File: src/rtl/pva_pkg.sv
// Shared constants and controller/datapath interface types for the voice allocator.
package pva_pkg;

    localparam int MAX_LANES_DEF = 16;
    localparam int KEY_W         = 7;
    localparam int LEVEL_W       = 7;
    localparam int STAMP_W       = 48;
    localparam int LANE_OUT_W    = 4;
    localparam int CFG_W         = 5;
    localparam int ENTRY_W       = KEY_W + STAMP_W;

    localparam logic [CFG_W-1:0] VOICE_LIMIT_RST = 5'd8;

    // controller -> datapath
    typedef struct packed {
        logic capture;   // input beat accepted
        logic scan_rd;   // read lane entry at scan index
        logic emit_off;  // steal note-off beat
        logic emit_on;   // note-on beat, claims lane
        logic emit_rel;  // release beat if a match was found
    } t_cmd;

    // datapath -> controller
    typedef struct packed {
        logic free_found; // free lane below the limit
        logic on;         // captured event is a note-on
        logic scan_last;  // scan index at its final lane
    } t_status;

endpackage

File: src/rtl/pva_ctrl.sv
// Sequencer for the voice allocator: accept, lane scan, result emission.
module pva_ctrl (
    input  logic              i_clk,
    input  logic              i_rst_n,
    input  logic              start,
    input  logic              i_note_on,
    input  pva_pkg::t_status  i_status,
    output pva_pkg::t_cmd     o_cmd,
    output logic              busy
);

    localparam logic [2:0] S_IDLE  = 3'd0;
    localparam logic [2:0] S_SCAN  = 3'd1;
    localparam logic [2:0] S_DRAIN = 3'd2;
    localparam logic [2:0] S_STEAL = 3'd3;
    localparam logic [2:0] S_ON    = 3'd4;
    localparam logic [2:0] S_REL   = 3'd5;

    logic [2:0] r_state;
    logic [2:0] n_state;

    always_ff @(posedge i_clk) begin
        if (!i_rst_n) begin
            r_state <= S_IDLE;
        end else begin
            r_state <= n_state;
        end
    end

    always_comb begin
        n_state = r_state;
        o_cmd   = '0;
        case (r_state)
            S_IDLE: begin
                if (start) begin
                    o_cmd.capture = 1'b1;
                    if (i_note_on && i_status.free_found) begin
                        n_state = S_ON;
                    end else begin
                        n_state = S_SCAN;
                    end
                end
            end
            S_SCAN: begin
                o_cmd.scan_rd = 1'b1;
                if (i_status.scan_last) begin
                    n_state = S_DRAIN;
                end
            end
            // last read lands in the compare this cycle
            S_DRAIN: begin
                n_state = i_status.on ? S_STEAL : S_REL;
            end
            S_STEAL: begin
                o_cmd.emit_off = 1'b1;
                n_state = S_ON;
            end
            S_ON: begin
                o_cmd.emit_on = 1'b1;
                n_state = S_IDLE;
            end
            S_REL: begin
                o_cmd.emit_rel = 1'b1;
                n_state = S_IDLE;
            end
            default: begin
                n_state = S_IDLE;
            end
        endcase
    end

    assign busy = (r_state != S_IDLE);

`ifndef SYNTHESIS
    a_steal_then_on: assert property (@(posedge i_clk) disable iff (!i_rst_n)
        o_cmd.emit_off |=> o_cmd.emit_on)
        else $error("steal note-off not followed by note-on");

    a_scan_from_accept: assert property (@(posedge i_clk) disable iff (!i_rst_n)
        o_cmd.capture && !(i_note_on && i_status.free_found) |=> o_cmd.scan_rd)
        else $error("scan did not start after accept");
`endif

endmodule

File: src/rtl/pva_datapath.sv
// Lane state, lane memory scan, best-lane compare and result registers.
module pva_datapath #(
    parameter int MAX_LANES = pva_pkg::MAX_LANES_DEF
) (
    input  logic                              i_clk,
    input  logic                              i_rst_n,
    input  logic                              i_cfg_wr_en,
    input  logic [pva_pkg::CFG_W-1:0]         i_cfg_wr_data,
    input  logic                              i_note_on,
    input  logic [pva_pkg::KEY_W-1:0]         i_key,
    input  logic [pva_pkg::LEVEL_W-1:0]       i_strike_level,
    input  logic [pva_pkg::STAMP_W-1:0]       i_stamp,
    input  pva_pkg::t_cmd                     i_cmd,
    output pva_pkg::t_status                  o_status,
    output logic                              o_valid,
    output logic [pva_pkg::LANE_OUT_W-1:0]    o_lane,
    output logic                              o_out_note_on,
    output logic [pva_pkg::KEY_W-1:0]         o_out_key,
    output logic [pva_pkg::LEVEL_W-1:0]       o_out_level,
    output logic [pva_pkg::STAMP_W-1:0]       o_out_stamp,
    output logic                              o_last
);

    localparam int LW = (MAX_LANES > 1) ? $clog2(MAX_LANES) : 1;
    localparam int CW = $clog2(MAX_LANES + 1);
    localparam int EW = (CW > pva_pkg::CFG_W) ? CW : pva_pkg::CFG_W;

    logic [pva_pkg::CFG_W-1:0]   r_voice_limit;
    logic [MAX_LANES-1:0]        r_busy;
    logic [pva_pkg::ENTRY_W-1:0] mem [MAX_LANES];

    logic                        r_on;
    logic [pva_pkg::KEY_W-1:0]   r_key;
    logic [pva_pkg::LEVEL_W-1:0] r_level;
    logic [pva_pkg::STAMP_W-1:0] r_stamp;

    logic [LW-1:0]               r_idx;
    logic [LW-1:0]               r_rd_idx;
    logic                        r_rd_vld;
    logic [pva_pkg::ENTRY_W-1:0] r_rd_data;

    logic                        r_found;
    logic [LW-1:0]               r_pick;
    logic [pva_pkg::KEY_W-1:0]   r_best_key;
    logic [pva_pkg::STAMP_W-1:0] r_best_start;

    logic                          r_out_vld;
    logic [LW-1:0]                 r_out_lane;
    logic                          r_out_on;
    logic [pva_pkg::KEY_W-1:0]     r_out_key;
    logic [pva_pkg::LEVEL_W-1:0]   r_out_level;
    logic [pva_pkg::STAMP_W-1:0]   r_out_stamp;
    logic                          r_out_last;

    logic [EW-1:0]               limit_ext;
    logic [CW-1:0]               eff_limit;
    logic [LW-1:0]               scan_end;
    logic                        free_found;
    logic [LW-1:0]               free_idx;
    logic [pva_pkg::KEY_W-1:0]   rd_key;
    logic [pva_pkg::STAMP_W-1:0] rd_start;
    logic                        cand;
    logic                        take;

    // limit of zero acts as one, above MAX_LANES saturates
    assign limit_ext = EW'(r_voice_limit);
    always_comb begin
        if (limit_ext == '0) begin
            eff_limit = CW'(1);
        end else if (limit_ext > EW'(MAX_LANES)) begin
            eff_limit = CW'(MAX_LANES);
        end else begin
            eff_limit = CW'(limit_ext);
        end
    end

    // steal scans lanes under the limit, release scans every lane
    assign scan_end = r_on ? LW'(eff_limit - CW'(1)) : LW'(MAX_LANES - 1);

    always_comb begin
        free_found = 1'b0;
        free_idx   = '0;
        for (int i = MAX_LANES - 1; i >= 0; i--) begin
            if (!r_busy[i] && (CW'(i) < eff_limit)) begin
                free_found = 1'b1;
                free_idx   = LW'(i);
            end
        end
    end

    assign o_status.free_found = free_found;
    assign o_status.on         = r_on;
    assign o_status.scan_last  = (r_idx == scan_end);

    assign rd_key   = r_rd_data[pva_pkg::ENTRY_W-1 -: pva_pkg::KEY_W];
    assign rd_start = r_rd_data[pva_pkg::STAMP_W-1:0];

    // strict less-than keeps the lowest lane on equal starts
    assign cand = r_on ? 1'b1 : (r_busy[r_rd_idx] && (rd_key == r_key));
    assign take = r_rd_vld && cand && (!r_found || (rd_start < r_best_start));

    always_ff @(posedge i_clk) begin
        if (!i_rst_n) begin
            r_voice_limit <= pva_pkg::VOICE_LIMIT_RST;
        end else if (i_cfg_wr_en) begin
            r_voice_limit <= i_cfg_wr_data;
        end
    end

    always_ff @(posedge i_clk) begin
        if (i_cmd.capture) begin
            r_on    <= i_note_on;
            r_key   <= i_key;
            r_level <= i_strike_level;
            r_stamp <= i_stamp;
        end
    end

    always_ff @(posedge i_clk) begin
        if (!i_rst_n) begin
            r_rd_vld <= 1'b0;
            r_found  <= 1'b0;
        end else begin
            r_rd_vld <= i_cmd.scan_rd;
            if (i_cmd.capture) begin
                r_found <= 1'b0;
            end else if (take) begin
                r_found <= 1'b1;
            end
        end
    end

    always_ff @(posedge i_clk) begin
        if (i_cmd.capture) begin
            r_idx  <= '0;
            r_pick <= free_idx;
        end else begin
            if (i_cmd.scan_rd) begin
                r_idx <= r_idx + LW'(1);
            end
            if (take) begin
                r_pick       <= r_rd_idx;
                r_best_key   <= rd_key;
                r_best_start <= rd_start;
            end
        end
        r_rd_idx <= r_idx;
    end

    // lane memory: key and start stamp, one read and one write port
    always_ff @(posedge i_clk) begin
        if (i_cmd.emit_on) begin
            mem[r_pick] <= {r_key, r_stamp};
        end
    end

    always_ff @(posedge i_clk) begin
        if (i_cmd.scan_rd) begin
            r_rd_data <= mem[r_idx];
        end
    end

    always_ff @(posedge i_clk) begin
        if (!i_rst_n) begin
            r_busy <= '0;
        end else if (i_cmd.emit_on) begin
            r_busy[r_pick] <= 1'b1;
        end else if (i_cmd.emit_rel && r_found) begin
            r_busy[r_pick] <= 1'b0;
        end
    end

    always_ff @(posedge i_clk) begin
        if (!i_rst_n) begin
            r_out_vld <= 1'b0;
        end else begin
            r_out_vld <= i_cmd.emit_off || i_cmd.emit_on || (i_cmd.emit_rel && r_found);
        end
    end

    always_ff @(posedge i_clk) begin
        if (i_cmd.emit_off) begin
            r_out_lane  <= r_pick;
            r_out_on    <= 1'b0;
            r_out_key   <= r_best_key;
            r_out_level <= '0;
            r_out_stamp <= r_stamp;
            r_out_last  <= 1'b0;
        end else if (i_cmd.emit_on || i_cmd.emit_rel) begin
            r_out_lane  <= r_pick;
            r_out_on    <= i_cmd.emit_on;
            r_out_key   <= r_key;
            r_out_level <= r_level;
            r_out_stamp <= r_stamp;
            r_out_last  <= 1'b1;
        end
    end

    assign o_valid       = r_out_vld;
    assign o_lane        = pva_pkg::LANE_OUT_W'(r_out_lane);
    assign o_out_note_on = r_out_on;
    assign o_out_key     = r_out_key;
    assign o_out_level   = r_out_level;
    assign o_out_stamp   = r_out_stamp;
    assign o_last        = r_out_last;

`ifndef SYNTHESIS
    a_on_claims_lane: assert property (@(posedge i_clk) disable iff (!i_rst_n)
        i_cmd.emit_on |=> r_busy[$past(r_pick)])
        else $error("note-on did not mark its lane busy");

    a_rel_frees_lane: assert property (@(posedge i_clk) disable iff (!i_rst_n)
        i_cmd.emit_rel && r_found |=> !r_busy[$past(r_pick)])
        else $error("release did not free its lane");

    a_steal_same_lane: assert property (@(posedge i_clk) disable iff (!i_rst_n)
        r_out_vld && !r_out_last |=> r_out_vld && r_out_on && (r_out_lane == $past(r_out_lane)))
        else $error("steal note-off and note-on differ in lane");
`endif

endmodule

File: src/rtl/polyphonic_voice_allocator_unit.sv
// Top level of the voice allocator: sequencer plus lane datapath.
// Free-lane note-on: the accept goes straight to the note-on beat, and the result is registered from it.
// Steal: busy through a scan of L lanes (L = effective limit); note-off then note-on back to back.
// Note-off: busy through a scan of all MAX_LANES lanes; zero or one result.
// Scan length is set by the single read port of the lane memory, one lane per cycle.
// Synchronous active-low reset frees all lanes and sets the limit to 8; results cannot be stalled.
module polyphonic_voice_allocator_unit #(
    parameter int MAX_LANES = pva_pkg::MAX_LANES_DEF
) (
    input  logic                              i_clk,
    input  logic                              i_rst_n,
    input  logic                              i_cfg_wr_en,
    input  logic [pva_pkg::CFG_W-1:0]         i_cfg_wr_data,
    input  logic                              start,
    output logic                              busy,
    input  logic                              i_note_on,
    input  logic [pva_pkg::KEY_W-1:0]         i_key,
    input  logic [pva_pkg::LEVEL_W-1:0]       i_strike_level,
    input  logic [pva_pkg::STAMP_W-1:0]       i_stamp,
    output logic                              o_valid,
    output logic [pva_pkg::LANE_OUT_W-1:0]    o_lane,
    output logic                              o_out_note_on,
    output logic [pva_pkg::KEY_W-1:0]         o_out_key,
    output logic [pva_pkg::LEVEL_W-1:0]       o_out_level,
    output logic [pva_pkg::STAMP_W-1:0]       o_out_stamp,
    output logic                              o_last
);

    pva_pkg::t_cmd    cmd;
    pva_pkg::t_status status;

    pva_ctrl u_ctrl (
        .i_clk     (i_clk),
        .i_rst_n   (i_rst_n),
        .start     (start),
        .i_note_on (i_note_on),
        .i_status  (status),
        .o_cmd     (cmd),
        .busy      (busy)
    );

    pva_datapath #(
        .MAX_LANES (MAX_LANES)
    ) u_datapath (
        .i_clk          (i_clk),
        .i_rst_n        (i_rst_n),
        .i_cfg_wr_en    (i_cfg_wr_en),
        .i_cfg_wr_data  (i_cfg_wr_data),
        .i_note_on      (i_note_on),
        .i_key          (i_key),
        .i_strike_level (i_strike_level),
        .i_stamp        (i_stamp),
        .i_cmd          (cmd),
        .o_status       (status),
        .o_valid        (o_valid),
        .o_lane         (o_lane),
        .o_out_note_on  (o_out_note_on),
        .o_out_key      (o_out_key),
        .o_out_level    (o_out_level),
        .o_out_stamp    (o_out_stamp),
        .o_last         (o_last)
    );

endmodule
File: config.mk
export PLATFORM = sky130hd
export DESIGN_NAME = polyphonic_voice_allocator_unit
export DESIGN_NICKNAME = d
export VERILOG_FILES = /design/src/rtl/pva_pkg.sv /design/src/rtl/pva_ctrl.sv /design/src/rtl/pva_datapath.sv /design/src/rtl/polyphonic_voice_allocator_unit.sv
export SDC_FILE = /design/constraint.sdc
export NUM_CORES = 1
export LEC_CHECK = 0
export ABC_AREA = 1
export BUFFER_PORTS_ARGS = -buffer_cell sky130_fd_sc_hd__clkbuf_2
export CORE_MARGIN = 8
export CORE_UTILIZATION = 45
export CTS_CLUSTER_SIZE = 20
export DETAILED_ROUTE_END_ITERATION = 16
export PLACE_DENSITY = 0.6
export SKIP_CTS_REPAIR_TIMING = 1
export SLEW_MARGIN = 25
export SYNTH_ARGS = -nofsm -noshare
export SYNTH_HDL_FRONTEND = slang
export SYNTH_SLANG_ARGS = --single-unit
export TNS_END_PERCENT = 50
File: constraint.sdc
create_clock -name i_clk -period 13.35 [get_ports i_clk]
set_input_delay 2.67 -clock i_clk [delete_from_list [all_inputs] [get_ports i_clk]]
set_output_delay 2.67 -clock i_clk [all_outputs]
set_load 0.03 [all_outputs]
==> results of run 1 <==
routing by layer:
metal | wire length [um] | vias up | track usage | part of all wire
met1 | 49200 | 13400 | 0.267 | 0.45
met3 | 6060 | 201 | 0.0306 | 0.055
met5 | 0 | - | 0 | 0
met2 | 51600 | 830 | 0.313 | 0.47
met4 | 3200 | 0 | 0.0614 | 0.029
li1 | - | 12300 | - | -
cells in the mapped netlist (2+ instances only):
library cell	n	area (um^2)
buf_1	6	22.5
or2_1	2	12.5
xor2_1	7	61.3
o22ai_1	54	338
nand4_1	5	31.3
a21oi_2	2	17.5
inv_1	117	439
nand2_1	185	694
clkbuf_1	131	492
nand3b_1	2	15.0
o21ai_0	472	2360
dfxtp_1	44	881
a211oi_1	4	30.0
o211ai_1	54	405
nor2_2	3	18.8
o21ai_1	14	70.1
ha_1	49	613
nor3_1	10	50.1
a31oi_1	7	43.8
nor4_1	3	18.8
nor3_2	3	30.0
buf_2	30	150
nor2_1	527	1980
o221ai_1	168	1470
nand3_1	75	375
xnor2_1	4	35.0
buf_6	4	45.0
edfxtp_1	1116	33500
inv_2	16	60.1
buf_4	20	150
a21oi_1	52	260
through the flow:
stage | worst slack, ps | cells | power, uW
finish | 9040 | 4704 | 9690
CTS | 8990 | 4704 | 9760
detailed placement | 8860 | 4483 | 6400
floorplan | 7470 | 3199 | 5840
global placement | 8870 | 4481 | 6370
global route | 8900 | 4704 | 10100
worst reg2reg max path: stages (launching register included):
cell and delay [ps]:
dfxtp_4 530, inv_6 700, buf_4 760, buf_4 740, o21ai_0 250, o221ai_1 250, nand3_1 110, nand2_1 140
kinds of logic (layout without fill, tap and decap cells):
| group | Yosys count | count (layout) | synth area share |
|---|---|---|---|
| flip-flops | 1160 | 1160 | 0.768 |
| AO/OA/AOI/OAI | 835 | 835 | 0.113 |
| AND/OR/NAND/NOR | 819 | 819 | 0.0731 |
| buffers and inverters | 325 | 543 | 0.0304 |
| adder cells (fa/ha/maj) | 49 | 49 | 0.0137 |
| XOR/XNOR | 11 | 11 | 0.00215 |
state kept, by name, summed over array words and instances (netlist names), 5 cells and up, named ones only:
signal and count:
u_datapath.limit_ext 5, u_datapath.mem 880, u_datapath.o_out_key 7, u_datapath.o_out_level 7, u_datapath.o_out_stamp 48, u_datapath.r_best_key 7, u_datapath.r_best_start 48, u_datapath.r_key 7
u_datapath.r_level 7, u_datapath.r_rd_data 55, u_datapath.r_stamp 48
final cells by class:
cell class              instances  area, um^2  share of cell area
flip-flops and latches       1160       34400               0.677
clock buffers                 145        3200              0.0630
clock inverters                76         786              0.0155
well taps                    1287        1610              0.0317
repair buffers                188        1110              0.0218
multi-input cells            1714        9170               0.181
inverters                     134         520              0.0102
cells in the final DEF, fill, tap and decap left out, types with 75 or more instances in the layout:
cell       instances
clkbuf_16        123
clkbuf_2         141
edfxtp_1        1116
inv_1            114
nand2_1          184
nand3_1           75
nor2_1           517
o21ai_0          472
o221ai_1         168
worst max path at each step:
stage | to | start
finish | busy | u_ctrl.r_state[0]
floorplan | u_datapath.r_best_key[0] | start
global placement | u_datapath.r_stamp[25] | start
global route | busy | u_ctrl.r_state[0]
CTS | busy | u_ctrl.r_state[0]
detailed placement | u_datapath.r_stamp[27] | start
report_power, final:
part / total (uW) / internal [uW] / leakage [uW] / switching, uW
logic: 1780 / 506 / 0.00447 / 1280
clock network: 3370 / 1990 / 0.00194 / 1380
registers: 4540 / 4300 / 0.0105 / 240
==> results by group, run 1 <==
Worst setup path
  – Worst Reg-to-Reg Cells: 7
  – CP Capture Type: output pin
  – Crit-path cells: nor3_2 -> inv_1 -> clkbuf_2
  – Worst path bufs/invs: 2
  – R2r setup slk: 9740 ps
  – Instance count on the critical path: 3
  – Worst-path fanout max: 5
  – CP delay by family, top: flip-flops
  – CP Class: flip-flop to output pin
  – Startpoint types: flip-flop
  – CP max stage cell: dfxtp_1
  – CP peak stage delay: 360 ps
  – Reg-to-reg startpoint: u_datapath.r_idx[1]
  – CP required: 10680 ps
  – WP data arrival: 1640 ps
  – R2R Path End: u_datapath.r_rd_data[36]

GRT
  – Vias in the first global route: 26100
  – GRT Resource Usage Total: 0.193
  – Grt ovf: 0
  – Initial antenna violation count: 1
  – First-pass GRT wire length: 164000 um
  – Largest net degree at the start of global routing: 179

Hold path
  – Hold Path Depth: 0
  – Hold crit path type: flip-flop to flip-flop
  – Hold worst-path end: u_datapath.r_best_start[0]
  – HP Start: u_datapath.r_rd_data[0]

Power
  – Max VDD drop: 0.190 mV
  – Leakage power: 0.0169 uW
  – Power per cell area: 191 nW/um^2

STA
  – Slew headroom: 0.306
  – FMAX: 232 MHz
  – Clock skew: 20.1 ps
  – Worst hold margin: 450 ps
  – Slew @ Worst Pin: 1040 ps
  – Max-slew violations: 0
  – Min Tclk post-route: 4310 ps
  – Crit share post-route: 0.323
  – Setup TNS: 0 ps
  – RSZ-0062 raised after global routing: false
  – Final Hold Fails: 0
  – # setup viols final: 0

Yosys
  – Post-synth EDFFs: 1116
  – Mapped Nets: 3320
  – Netlist cell types: 44
  – Ys async rst share: 0
  – Avg Cell Area, Syn: 14.0 um^2
  – Yosys warnings: 0
  – Top FF cell, synth: edfxtp_1
  – Syn Inst Count: 3199
  – Count of state elements after synthesis: 1160
  – Post-Synthesis Cell Area: 44800 um^2
  – Post-synthesis sequential area ratio: 0.768

Placement
  – Global placement routability congestion: 0.843
  – Placed inst area: 46800 um^2
  – HPWL Detailed: 54000 um
  – Port buffer count: 141

Clock network
  – CTS max path bufs: 3
  – Worst-Skew Late Latency: 700 ps
  – CTS buffer count: 119
  – Clock H-tree levels: 3
  – CTS tree: built
  – TritonCTS Sinks: 1160
  – Clock transition at the registers of the reported paths: 60 ps
  – Root Driver: clkbuf_16

Routing
  – Initial DRC Count: 2667
  – Vias per cell: 5.68
  – Antenna-violating nets left: 0
  – Final wirelength: 110000 um
  – DR DRC count: 0
  – DR pass1 iterations: 5
  – Via count: 26700
  – Routed len/inst: 23.4 um

Floorplanning
  – Core area: 98600 um^2
  – Die ar.: 110000 um^2
  – Top-level I/O count: 142
  – Die Y-Extent: 332 um
  – Die width: 332 um
  – Std cell rows: 115
  – Starting Density: 0.455

Finish
  – NumNets Final: 3438
  – Fillers: 8272
  – Post-layout util: 0.515
  – Diode count: 0
  – Final instance area: 50800 um^2
  – Share of cells above drive strength 1: 0.123
  – Layout area overhead: 13.4%

Run
  – Maxcap violations: 0

Outcome
  – Status: finished clean
(Power assumes the default switching activity.)
==> run 2, diff against run 1 <==
==> constraint.sdc (replaced) <==
create_clock -name i_clk -period 4.16 [get_ports i_clk]
set_input_delay 0.832 -clock i_clk [delete_from_list [all_inputs] [get_ports i_clk]]
set_output_delay 0.832 -clock i_clk [all_outputs]
set_load 0.03 [all_outputs]
==> results by group, run 2 (synthesized netlist as in run 1, its figures left out) <==
Floorplanning
  – Die width: 332 um (unchanged)
  – Starting Density: 0.455 (unchanged)
  – Core area: 98600 um^2 (unchanged)
  – Die ar.: 110000 um^2 (unchanged)
  – Die Y-Extent: 332 um (unchanged)
  – Std cell rows: 115 (unchanged)
  – Top-level I/O count: 142 (unchanged)

STA
  – Crit share post-route: 0.641
  – Final Hold Fails: 0 (unchanged)
  – Setup ws final: 1490 ps (-7550 ps)
  – # setup viols final: 0 (unchanged)
  – FMAX: 375 MHz
  – Slew headroom: 0.281 (-0.0249)
  – RSZ-0062 raised after global routing: false
  – Slew @ Worst Pin: 1080 ps (+37.3 ps)
  – Worst hold margin: 299 ps (-151 ps)
  – Max-slew violations: 0 (unchanged)
  – Clock skew: 22.4 ps (+2.25 ps)
  – Min Tclk post-route: 2670 ps

Power
  – Total power: 30700 uW (+220%)
  – Clk pwr share: 0.330 (-0.017)
  – Switch share: 0.306 (+0.00732)
  – Psw: 9410 uW (+220%)
  – Combinational share of power: 0.202 (+0.018)
  – Leakage power: 0.0168 uW (-0.33%)
  – Max VDD drop: 0.508 mV (+170%)
  – P_int: 21300 uW (+210%)
  – Power per cell area: 605 nW/um^2 (+220%)
  – Seq pwr share: 0.468 (about the same)

Clock network
  – Root Driver: clkbuf_16
  – Clock H-tree levels: 3 (unchanged)
  – CTS tree: built
  – Worst-Skew Late Latency: 700 ps (about the same)
  – Clock transition at the registers of the reported paths: 60 ps (about the same)
  – TritonCTS Sinks: 1160 (unchanged)
  – CTS max path bufs: 3 (unchanged)
  – CTS buffer count: 118 (-0.84%)

Placement
  – Global placement routability congestion: 0.794 (-5.9%)
  – Placed inst area: 47100 um^2 (+0.55%)
  – Post-placement cell count: 4491 (+0.18%)
  – HPWL Detailed: 55100 um (+2.1%)
  – Place WS: 1470 ps (-7390 ps)
  – Port buffer count: 141 (unchanged)

Routing
  – Final wirelength: 109000 um (-0.79%)
  – Antenna-violating nets left: 0 (unchanged)
  – Routed len/inst: 23.2 um (-0.87%)
  – DR DRC count: 0 (unchanged)
  – Vias per cell: 5.65 (-0.41%)
  – Via count: 26600 (-0.33%)
  – DR pass1 iterations: 6 (+1)
  – Initial DRC Count: 2705 (+1.4%)

GRT
  – First-pass GRT wire length: 164000 um (about the same)
  – Grt ovf: 0 (unchanged)
  – Initial antenna violation count: 1 (unchanged)
  – GRT Resource Usage Total: 0.192 (-0.000666)
  – Largest net degree at the start of global routing: 196 (+9.5%)
  – Vias in the first global route: 26100 (+0.20%)

Worst setup path
  – Startpoint types: flip-flop
  – CP max stage cell: dfxtp_1
  – CP peak stage delay: 470 ps (+110 ps)
  – WP data arrival: 3090 ps (+1450 ps)
  – CP required: 4580 ps (-6100 ps)
  – CP Capture Type: flip-flop
  – Worst-path fanout max: 31 (+26)
  – Crit-path cells: nor3_2 -> inv_2 -> nand2_1 -> inv_1 -> nand2_4 -> buf_12
  – CP Class: flip-flop to flip-flop

Finish
  – Post-Layout Cell Count: 4708 (+0.085%)
  – Number of flip-flops under the largest register name: 880 (unchanged)
  – Layout area overhead: 13.3% (about the same)
  – Commonest non-fill, non-tap cell in the layout: edfxtp_1
  – Diode count: 0 (unchanged)
  – Area of the multi-input gates: 9160 um^2 (about the same)
  – Final instance area: 50800 um^2 (about the same)
  – Reg with most FFs: u_datapath.mem
  – Share of cells above drive strength 1: 0.120 (-0.00248)
  – Top Registers: u_datapath.mem (880), u_datapath.r_rd_data (55)
  – Fillers: 8275 (+0.036%)
  – NumNets Final: 3445 (+0.20%)
  – Register area: 34400 um^2 (unchanged)
  – Commonest cells after routing, fill and taps aside: 1116 x edfxtp_1, 517 x nor2_1, 472 x o21ai_0, 184 x nand2_1, 168 x o221ai_1

Hold path
  – Hold crit path type: input pin to flip-flop

Outcome
  – Status: finished clean

Run
  – Maxcap violations: 0 (unchanged)
run 2: changes by cell type in the layout (fill, tap and decap cells not counted), moves of 4 or more:
cell / before / now
clkbuf_16: 123 / 118
clkinv_2: 28 / 22
bufinv_16: 15 / 8
clkbuf_1: 18 / 32
buf_12: 2 / 20
buf_4: 43 / 35
inv_6: 1 / 5
run 2: area by class of cell:
| type | count | area share |
|---|---|---|
| multi-input combinational | 1714 | 0.180 |
| inverter | 134 | 0.0103 |
| clock inverter | 64 | 0.0115 |
| sequential | 1160 | 0.678 |
| tap | 1287 | 0.0317 |
| clock buffer | 153 | 0.0613 |
| timing repair buffer | 196 | 0.0270 |
run 2: per-layer routing:
layer	track usage	share of wire	vias up
li1	-	-	12300
met1	0.268	0.44	13300
met5	0	0	-
met2	0.315	0.47	864
met4	0.0495	0.019	0
met3	0.0306	0.064	158
run 2: per-stage QoR:
stage / util / setup TNS [ps]
2_1_floorplan: - / -260300
3_3_place_gp: 0.478 / 0
3_5_place_dp: 0.478 / 0
4_1_cts: 0.515 / 0
5_1_grt: 0.515 / 0
6_report: 0.515 / 0
run 2: path summary, 6_finish.rpt:
check	to	startpoint	slack, ps	cells past startpoint
hold / removal	u_datapath.r_stamp[36]	i_stamp[36]	300	1
setup / recovery	u_datapath.o_out_stamp[28]	u_ctrl.r_state[1]	1490	6
hold reg to reg	u_datapath.r_best_start[9]	u_datapath.r_rd_data[9]	450	0
setup reg to reg	u_datapath.o_out_stamp[28]	u_ctrl.r_state[1]	1490	6
run 2: power by group through the flow:
| stage | combinational [uW] | clock (uW) | sequential, uW |
|---|---|---|---|
| global route | 6870 | 10800 | 14500 |
| floorplan | 4140 | 0 | 14600 |
| CTS | 6240 | 10400 | 14400 |
| detailed placement | 6220 | 0 | 14600 |
| global placement | 6150 | 0 | 14600 |
| finish | 6190 | 10100 | 14400 |
run 2: worst max-delay path, delay by kind of cell (launching register included):
| kind | cells | cell delay, ps |
|---|---|---|
| AND/OR/NAND/NOR | 3 | 780 |
| flip-flops | 1 | 470 |
| buffers and inverters | 3 | 1100 |
==> run 3, diff against run 2 <==
==> constraint.sdc (replaced) <==
create_clock -name i_clk -period 2.8 [get_ports i_clk]
set_input_delay 0.56 -clock i_clk [delete_from_list [all_inputs] [get_ports i_clk]]
set_output_delay 0.56 -clock i_clk [all_outputs]
set_load 0.03 [all_outputs]
==> results by group, run 3 (synthesized netlist as in run 1, its figures left out) <==
STA
  – FMAX: 405 MHz (+7.9%)
  – Slew headroom: 0.491 (+0.210)
  – Max-slew violations: 0 (unchanged)
  – RSZ-0062 raised after global routing: false
  – Min Tclk post-route: 2470 ps (-195 ps)
  – Crit share post-route: 0.883 (+0.242)
  – # setup viols final: 0 (unchanged)
  – Slew @ Worst Pin: 763 ps (-315 ps)
  – Final Hold Fails: 0 (unchanged)
  – Clock skew: 32.4 ps (+10.0 ps)

Finish
  – Number of flip-flops under the largest register name: 880 (unchanged)
  – Fillers: 8133 (-1.7%)
  – Top Registers: u_datapath.mem (880), u_datapath.r_rd_data (55)
  – Share of cells above drive strength 1: 0.129 (+0.00888)
  – Commonest non-fill, non-tap cell in the layout: edfxtp_1
  – Reg with most FFs: u_datapath.mem
  – Post-Layout Cell Count: 4737 (+0.62%)
  – NumNets Final: 3475 (+0.87%)
  – Commonest cells after routing, fill and taps aside: 1116 x edfxtp_1, 517 x nor2_1, 472 x o21ai_0, 184 x nand2_1, 168 x o221ai_1
  – Layout area overhead: 14.7%

GRT
  – Met3 Usage GRT: 0.0349 (+0.00437)
  – Largest net degree at the start of global routing: 147 (-25%)
  – GRT busiest layer: met2
  – GR Layer Usage met1: 0.276 (+0.00809)
  – GR Util met2: 0.306 (-0.00927)
  – Grt ovf: 0 (unchanged)
  – First-pass GRT wire length: 164000 um (+0.14%)
  – GRT Resource Usage Total: 0.193 (+0.00103)
  – Initial antenna violation count: 2 (+1)
  – Vias in the first global route: 26000 (-0.60%)

Placement
  – Global placement routability congestion: 0.818 (+3.1%)
  – HPWL Detailed: 56900 um (+3.2%)
  – Post-placement cell count: 4522 (+0.69%)
  – Port buffer count: 141 (unchanged)

Floorplanning
  – Die width: 332 um (unchanged)
  – Starting Density: 0.455 (unchanged)
  – Std cell rows: 115 (unchanged)
  – Die Y-Extent: 332 um (unchanged)
  – Core area: 98600 um^2 (unchanged)
  – Top-level I/O count: 142 (unchanged)
  – Die ar.: 110000 um^2 (unchanged)

Routing
  – Initial DRC Count: 2590 (-4.3%)
  – Final wirelength: 109000 um (+0.14%)
  – Vias per cell: 5.64 (-0.28%)
  – Routed len/inst: 23.1 um (-0.48%)
  – Antenna-violating nets left: 0 (unchanged)
  – DR pass1 iterations: 7 (+1)
  – DR DRC count: 0 (unchanged)
  – Via count: 26700 (+0.33%)

Worst setup path
  – CP max stage cell: nor4_1
  – Worst Reg-to-Reg Cells: 11 (+5)
  – CP peak stage delay: 420 ps (-50 ps)
  – CP endpoint: u_datapath.r_best_start[43]
  – CP Class: flip-flop to flip-flop
  – CP Capture Type: flip-flop
  – Crit-path cells: ha_1 -> nand2_1 -> nor4_1 -> nand4_1 -> nor2_1 -> nand2_1 -> nand2_1 -> nand2_1 -> nand2_1 -> nor2_4 -> buf_12
  – R2r setup slk: 330 ps (-1160 ps)
  – Worst-path fanout max: 31 (unchanged)
  – Crit path from: u_datapath.r_rd_data[46]
  – CP required: 3210 ps (-1370 ps)
  – Startpoint types: flip-flop
  – Reg-to-reg startpoint: u_datapath.r_rd_data[46]
  – CP most frequent cell: nand2_1
  – R2R Path End: u_datapath.r_best_start[43]
  – WP data arrival: 2890 ps (-200 ps)

Clock network
  – CTS tree: built
  – Root Driver: clkbuf_16
  – Worst-Skew Late Latency: 690 ps (about the same)
  – CTS buffer count: 117 (-0.85%)
  – TritonCTS Sinks: 1160 (unchanged)
  – Clock H-tree levels: 3 (unchanged)
  – Clock transition at the registers of the reported paths: 60 ps (about the same)
  – CTS max path bufs: 3 (unchanged)

Outcome
  – Status: finished clean

Power
  – Power per cell area: 893 nW/um^2 (+48%)
  – Total power: 45900 uW (+49%)
  – Leakage power: 0.0171 uW (+1.8%)
  – Max VDD drop: 0.697 mV (+37%)

Run
  – Maxcap violations: 0 (unchanged)

Hold path
  – Hold crit path type: input pin to flip-flop
## run 3: cell types whose count changed in the layout (fill, tap and decap cells not counted), moves of 4 or more
cell,before,now
clkbuf_1,32,24
nor3_2,7,2
clkinv_2,22,26
nor3_4,1,6
buf_12,20,50
## run 3: area by class of cell
cell class	count	area, um^2	area share
Sequential cell	1160	34400	0.669
Multi-Input combinational cell	1714	9190	0.179
Clock buffer	149	3160	0.0615
Timing Repair Buffer	227	1980	0.0385
Tap cell	1287	1610	0.0313
Clock inverter	65	532	0.0103
Inverter	134	522	0.0101
Antenna cell	1	2.50	0.0000487
## run 3: where the power goes
part | switching [uW] | leakage [uW] | internal, uW | total, uW
combinational | 6730 | 0.00486 | 2870 | 9600
clock | 6430 | 0.00181 | 8590 | 15000
sequential | 789 | 0.0105 | 20500 | 21300
## run 3: metal layers
metal,routed length (um),vias up
met4,2440,2
li1,-,12300
met5,13,-
met3,6970,172
met2,50100,873
met1,49900,13300
## run 3: worst min-delay path by stage
stage	depth (start not counted)	to	slack, ps	start
floorplan	0	u_datapath.r_rd_idx[2]	330	u_datapath.r_idx[2]
global route	1	u_datapath.r_stamp[19]	7	i_stamp[19]
global placement	0	u_datapath.r_best_start[47]	430	u_datapath.r_rd_data[47]
CTS	1	u_datapath.r_stamp[15]	-8	i_stamp[15]
finish	1	u_datapath.r_stamp[15]	50	i_stamp[15]
detailed placement	0	u_datapath.r_best_start[1]	440	u_datapath.r_rd_data[1]
## run 3: metrics by stage
step	util	instance area [um^2]	hold slack (ps)	setup WS (ps)	setup TNS, ps
2_1_floorplan	-	44900	326	-752	-130110
3_3_place_gp	0.484	47700	433	373	0
3_5_place_dp	0.484	47700	440	320	0
4_1_cts	0.522	51400	-8.30	306	0
5_1_grt	0.522	51400	7.48	102	0
6_report	0.522	51400	46.5	328	0
## run 3: critical path, delay by kind of cell, from the launching register on
| family | cells | cell delay (ps) |
|---|---|---|
| adders and majority gates | 1 | 290 |
| buffers and inverters | 1 | 180 |
| DFF | 1 | 410 |
| and+or+nand+nor | 9 | 1300 |
